File: src/dips_pkg.sv
`timescale 1ns / 1ps
// ----------------------------------------------------------------------------
// dips_pkg: shared definitions for the dual wheel speed PID
// Widths, reset values and register indexes used across the design.
// ----------------------------------------------------------------------------
package dips_pkg;

  localparam int SPEED_WIDTH_DEF    = 16;
  localparam int GAIN_FRAC_BITS_DEF = 12;

  localparam int GAIN_W     = 16;
  localparam int LIMIT_W    = 11;
  localparam int DRIVE_W    = 12;
  localparam int CFG_IDX_W  = 3;
  localparam int CFG_DATA_W = 16;

  localparam logic [GAIN_W-1:0]  KP_RESET    = 16'd21504;
  localparam logic [GAIN_W-1:0]  KI_RESET    = 16'd3146;
  localparam logic [GAIN_W-1:0]  KD_RESET    = 16'd0;
  localparam logic [LIMIT_W-1:0] LIMIT_RESET = 11'd950;

  typedef enum logic [CFG_IDX_W-1:0] {
    REG_KP_LEFT      = 3'd0,
    REG_KI_LEFT      = 3'd1,
    REG_KD_LEFT      = 3'd2,
    REG_KP_RIGHT     = 3'd3,
    REG_KI_RIGHT     = 3'd4,
    REG_KD_RIGHT     = 3'd5,
    REG_OUTPUT_LIMIT = 3'd6
  } cfg_index_t;

endpackage

File: src/dips_channel.sv
`timescale 1ns / 1ps
// ----------------------------------------------------------------------------
// dips_channel: one wheel of the incremental PID
// Computes the next saturated drive from the error and updates the held state.
// ----------------------------------------------------------------------------
module dips_channel
  import dips_pkg::*;
#(
  parameter int SPEED_WIDTH    = SPEED_WIDTH_DEF,
  parameter int GAIN_FRAC_BITS = GAIN_FRAC_BITS_DEF
) (
  input  logic                          clk,
  input  logic                          rst,
  input  logic                          advance,
  input  logic signed [SPEED_WIDTH+1:0] error,
  input  logic        [GAIN_W-1:0]      kp,
  input  logic        [GAIN_W-1:0]      ki,
  input  logic        [GAIN_W-1:0]      kd,
  input  logic        [LIMIT_W-1:0]     limit,
  output logic signed [DRIVE_W-1:0]     drive_next
);

  localparam int ERR_W   = SPEED_WIDTH + 2;
  localparam int DELTA_W = ERR_W + 1;
  localparam int DD_W    = DELTA_W + 1;
  localparam int PROD_W  = GAIN_W + 1 + DD_W;
  localparam int SUM_W   = (PROD_W + 2 > DRIVE_W + GAIN_FRAC_BITS) ?
                           PROD_W + 3 : DRIVE_W + GAIN_FRAC_BITS + 1;
  localparam int TRUNC_W = SUM_W - GAIN_FRAC_BITS;

  logic signed [ERR_W-1:0]   last_error;
  logic signed [DELTA_W-1:0] last_delta;
  logic signed [DRIVE_W-1:0] held_drive;

  logic signed [DELTA_W-1:0] delta;
  logic signed [DD_W-1:0]    delta_diff;
  logic signed [GAIN_W:0]    kp_s, ki_s, kd_s;
  logic signed [PROD_W-1:0]  p_term, i_term, d_term;
  logic signed [SUM_W-1:0]   sum, sum_adj, bias;
  logic signed [TRUNC_W-1:0] whole, lim_pos, lim_neg;

  assign kp_s = $signed({1'b0, kp});
  assign ki_s = $signed({1'b0, ki});
  assign kd_s = $signed({1'b0, kd});

  assign delta      = DELTA_W'(error) - DELTA_W'(last_error);
  assign delta_diff = DD_W'(delta) - DD_W'(last_delta);

  assign p_term = kp_s * delta;
  assign i_term = ki_s * error;
  assign d_term = kd_s * delta_diff;

  assign sum = SUM_W'(p_term) + SUM_W'(i_term) + SUM_W'(d_term)
             + (SUM_W'(held_drive) <<< GAIN_FRAC_BITS);

  // Adding the fraction mask before the arithmetic shift makes negative sums
  // round toward zero.
  assign bias    = sum[SUM_W-1] ? SUM_W'({GAIN_FRAC_BITS{1'b1}}) : '0;
  assign sum_adj = sum + bias;
  assign whole   = sum_adj[SUM_W-1:GAIN_FRAC_BITS];

  assign lim_pos = $signed(TRUNC_W'({1'b0, limit}));
  assign lim_neg = -lim_pos;

  always_comb begin
    if (whole >= lim_pos) begin
      drive_next = DRIVE_W'(lim_pos);
    end else if (whole <= lim_neg) begin
      drive_next = DRIVE_W'(lim_neg);
    end else begin
      drive_next = whole[DRIVE_W-1:0];
    end
  end

  always_ff @(posedge clk) begin
    if (rst) begin
      last_error <= '0;
      last_delta <= '0;
      held_drive <= '0;
    end else if (advance) begin
      last_error <= error;
      last_delta <= delta;
      held_drive <= drive_next;
    end
  end

`ifndef ASSERT_OFF
  a_error_kept: assert property (@(posedge clk) disable iff (rst)
    advance |=> last_error == $past(error))
    else $error("previous error not captured on update");

  a_delta_kept: assert property (@(posedge clk) disable iff (rst)
    advance |=> last_delta == $past(delta))
    else $error("previous delta not captured on update");

  a_state_hold: assert property (@(posedge clk) disable iff (rst)
    !advance |=> $stable(held_drive) && $stable(last_error))
    else $error("channel state changed without an item");
`endif

endmodule

File: config.mk
export PLATFORM = sky130hd
export DESIGN_NAME = dips_channel
export DESIGN_NICKNAME = d
export VERILOG_FILES = /design/src/dips_pkg.sv /design/src/dips_channel.sv
export SDC_FILE = /design/constraint.sdc
export NUM_CORES = 2
export LEC_CHECK = 0
export BUFFER_PORTS_ARGS = -buffer_cell sky130_fd_sc_hd__clkbuf_2
export CELL_PAD_IN_SITES_DETAIL_PLACEMENT = 2
export CELL_PAD_IN_SITES_GLOBAL_PLACEMENT = 2
export CORE_MARGIN = 4
export CORE_UTILIZATION = 35
export DETAILED_ROUTE_END_ITERATION = 16
export GPL_ROUTABILITY_DRIVEN = 0
export PLACE_DENSITY = 0.75
export SYNTH_ARGS = -nofsm -noshare
export SYNTH_HDL_FRONTEND = slang
export SYNTH_SLANG_ARGS = --single-unit
File: constraint.sdc
create_clock -name clk -period 19 [get_ports clk]
set_input_delay 0.95 -clock clk [delete_from_list [all_inputs] [get_ports clk]]
set_output_delay 0.95 -clock clk [all_outputs]
set_load 0.02 [all_outputs]
==> metrics.txt <==
initial core utilization=between 30% and 40%; final net count=about 6,100; commonest non-fill, non-tap cell in the layout=sky130_fd_sc_hd__inv_1; endpoint of the worst register-to-register path=held_drive[0]; clock root buffer master=sky130_fd_sc_hd__clkbuf_16; number of inserted filler cells in the final layout=13,000; element type at the critical path end=primary output; share of layout cells above drive strength 1=7.79%; routed wirelength normalized by instance count=roughly 23 um; maximum cell stage delay along the critical path=0.60 ns; area of the multi-input gates=about 0.036 mm^2; number of max-capacitance violations reported=0; setup clock skew after layout=between 0.02 and 0.025 ns; class of the tightest hold or removal check=reg2reg; Hold Buf Count CTS=0; aggregate global routing overflow=0; sequential cell area in the final layout=a little under 0.001 mm^2; routed via count divided by cell count=approximately 5.0; Hold Path Cell Cnt=2; height of the die=355 um; H-tree depth=2; cell area after synthesis=0.0421 mm^2; vias in the first global route=37,900; instance count of the mapped netlist=4,571; Fin. Hold Viols=0; number of flops mapped to enable cells by yosys=0; number of top-level pins=92; number of antenna violations at the first check in global routing=8; x dimension of the die=355 um; fin. max-slew vios=0; Primary FF master, synth=sky130_fd_sc_hd__dfxtp_1; number of gates on the worst path with buffers counted=71; FMAX=54.2 MHz; remaining number of nets flagged by the antenna check after routing=0; Sinks on Clock Net=49; worst flop-to-flop path startpoint=last_error[2]; floorplan core area=0.119 mm^2; clock-pin slew reported for the worst setup and hold paths after clock tree synthesis=0.11 ns; placement row count=126; Synthesized Nets=6,059; Synth Area per Inst=roughly 9 um^2; actual slew at the worst max-slew pin=0.980 ns; r2r setup slk=roughly 2.1 ns; slowest CP cell=sky130_fd_sc_hd__fa_1; wire length of the first global-routing pass=231,000 um; outcome=finished clean; total detailed-routing wirelength=roughly 150,000 um; data arrival time of the critical path=17.50 ns; first-pass detailed-route iteration total=5; insertion delay of the later-clocked pin in the worst-skew pair=0.37 ns; maximum count of clock buffers along a single path=2; number of buffer and inverter instances along the worst setup path=12; CP top delay family=adder cells; final setup vio count=0; count of cell types in the netlist=94; Area Growth Syn to Fin=8.00%; total negative slack=0 ns; via count of the routed design=31,200; shortest clock period the worst path allows after layout=18.45 ns; Critical Path End=drive_next[0]; overall track demand over capacity in global routing=23.8%; critical path fanouts, max=25; Required @ worst endpoint=18.05 ns; most numerous cell on the critical path=sky130_fd_sc_hd__fa_1; most frequent cells in the layout=1,183 x sky130_fd_sc_hd__inv_1, 1,088 x sky130_fd_sc_hd__fa_1, 503 x sky130_fd_sc_hd__nand2_1, 394 x sky130_fd_sc_hd__and2_1, 306 x sky130_fd_sc_hd__ha_1; number of remaining DRC errors=0; Warnings, synthesis=0; largest net degree at the start of global routing=51; Worst R2R Path Depth=68; half-perimeter wire length after placement=~130,000 um; element type at the critical path start=input port; count of routing violations after the opening detailed-route iteration=1,413; Async SR Flop Fraction=0%; worst slew margin relative to its limit=33.8%; area enclosed by the die boundary=0.126 mm^2; startpoint-to-endpoint class of the critical path=in2out; launching instance or port of the critical path=error[0]; number of buffers inserted during clock tree synthesis=5; final worst path period share=97.1%; clock tree from TritonCTS=done; flip-flop and latch count after synthesis=49; I/O Buffers=about 90; portion of the post-synthesis area used by sequential elements=2.33%
-- cell usage after synthesis (all sizes together), types with 11 or more instances --
cell type | n | area (um^2)
and2 | 394 | 2460
o21a | 29 | 225
ha | 311 | 3890
and3 | 37 | 231
clkbuf | 169 | 634
mux2i | 36 | 360
fa | 1097 | 22000
a21oi | 67 | 335
xor2 | 24 | 218
nand3 | 28 | 145
dfxtp | 49 | 981
a311o | 12 | 120
nand2b | 30 | 188
a21boi | 14 | 109
xnor2 | 59 | 517
inv | 1186 | 4450
a211oi | 11 | 92.6
nand2 | 504 | 1890
buf | 20 | 106
nand4 | 13 | 87.6
a21o | 30 | 226
a31oi | 16 | 106
nor2b | 62 | 395
nor2 | 121 | 454
nor3 | 48 | 245
or3 | 14 | 92.6
o21ai | 71 | 363
-- worst min-delay path: stages, from the launching register on --
cell and delay, ns:
sky130_fd_sc_hd__dfxtp_1 0.33, sky130_fd_sc_hd__nand2_1 0.06, sky130_fd_sc_hd__a21oi_1 0.05
-- per-stage QoR --
step	cell area, um^2	setup slack, ns	instances	hold slack [ns]	utilization [%]
floorplan	42100	0.732	4571	0.441	-
global placement	44700	-0.240	6194	0.453	37.7
detailed placement	44700	-0.655	6194	0.467	37.7
CTS	45000	0.0182	6206	0.484	37.9
global route	45400	-0.222	6221	0.506	38.3
finish	45400	0.550	6226	0.486	38.3
-- flip-flops by register name (all words and copies together) (netlist names) --
name / flops
held_drive: 12
last_delta: 19
last_error: 18
-- worst min-delay path by stage --
stage              startpoint  slack (ns)        endpoint
2_1_floorplan  last_delta[16]        0.44  last_delta[16]
3_3_place_gp   last_delta[16]        0.45  last_delta[16]
3_5_place_dp   last_delta[16]        0.47  last_delta[16]
4_1_cts        last_delta[16]        0.48  last_delta[16]
5_1_grt        last_delta[16]        0.51  last_delta[16]
6_report       last_delta[16]        0.49  last_delta[16]
-- area by class of cell --
| type | instances | share of cell area [%] |
|---|---|---|
| repair buffers | 230 | 3.40 |
| clock inverters | 3 | 0.0634 |
| inverters | 1186 | 9.81 |
| flip-flops and latches | 49 | 2.16 |
| clock buffers | 5 | 0.275 |
| multi-input cells | 3147 | 79.8 |
| diodes | 6 | 0.0331 |
| well taps | 1600 | 4.41 |
-- per-layer routing --
layer | routed length (um) | vias to the layer above | track usage (%)
li1 | - | 13500 | -
met1 | 65400 | 17100 | 32.1
met2 | 73900 | 521 | 42.4
met3 | 4850 | 136 | 2.38
met4 | 2070 | 4 | 3.33
met5 | 28 | - | 0
-- kinds of logic (layout without fill, tap and decap cells) --
group,count (synthesis),in the layout,synth area share [%]
adder cells (fa/ha/maj),1408,1408,61.5
buffers and inverters,1375,1424,12.3
AND/OR/NAND/NOR,1283,1283,15.4
AO/OA/AOI/OAI,334,334,5.69
XOR/XNOR,85,85,1.85
flip-flops,49,49,2.33
multiplexers,37,37,0.884
other,0,6,0
-- timing repair --
action,4_1_cts,5_1_grt
pin swaps,4,33
setup endpoints to repair,12,13
buffers inserted,4,14
gates resized for setup,18,100
Power is left out: the tool's default activity adds up to more than one toggle a clock period on the data nets, which glitch-free logic cannot reach.
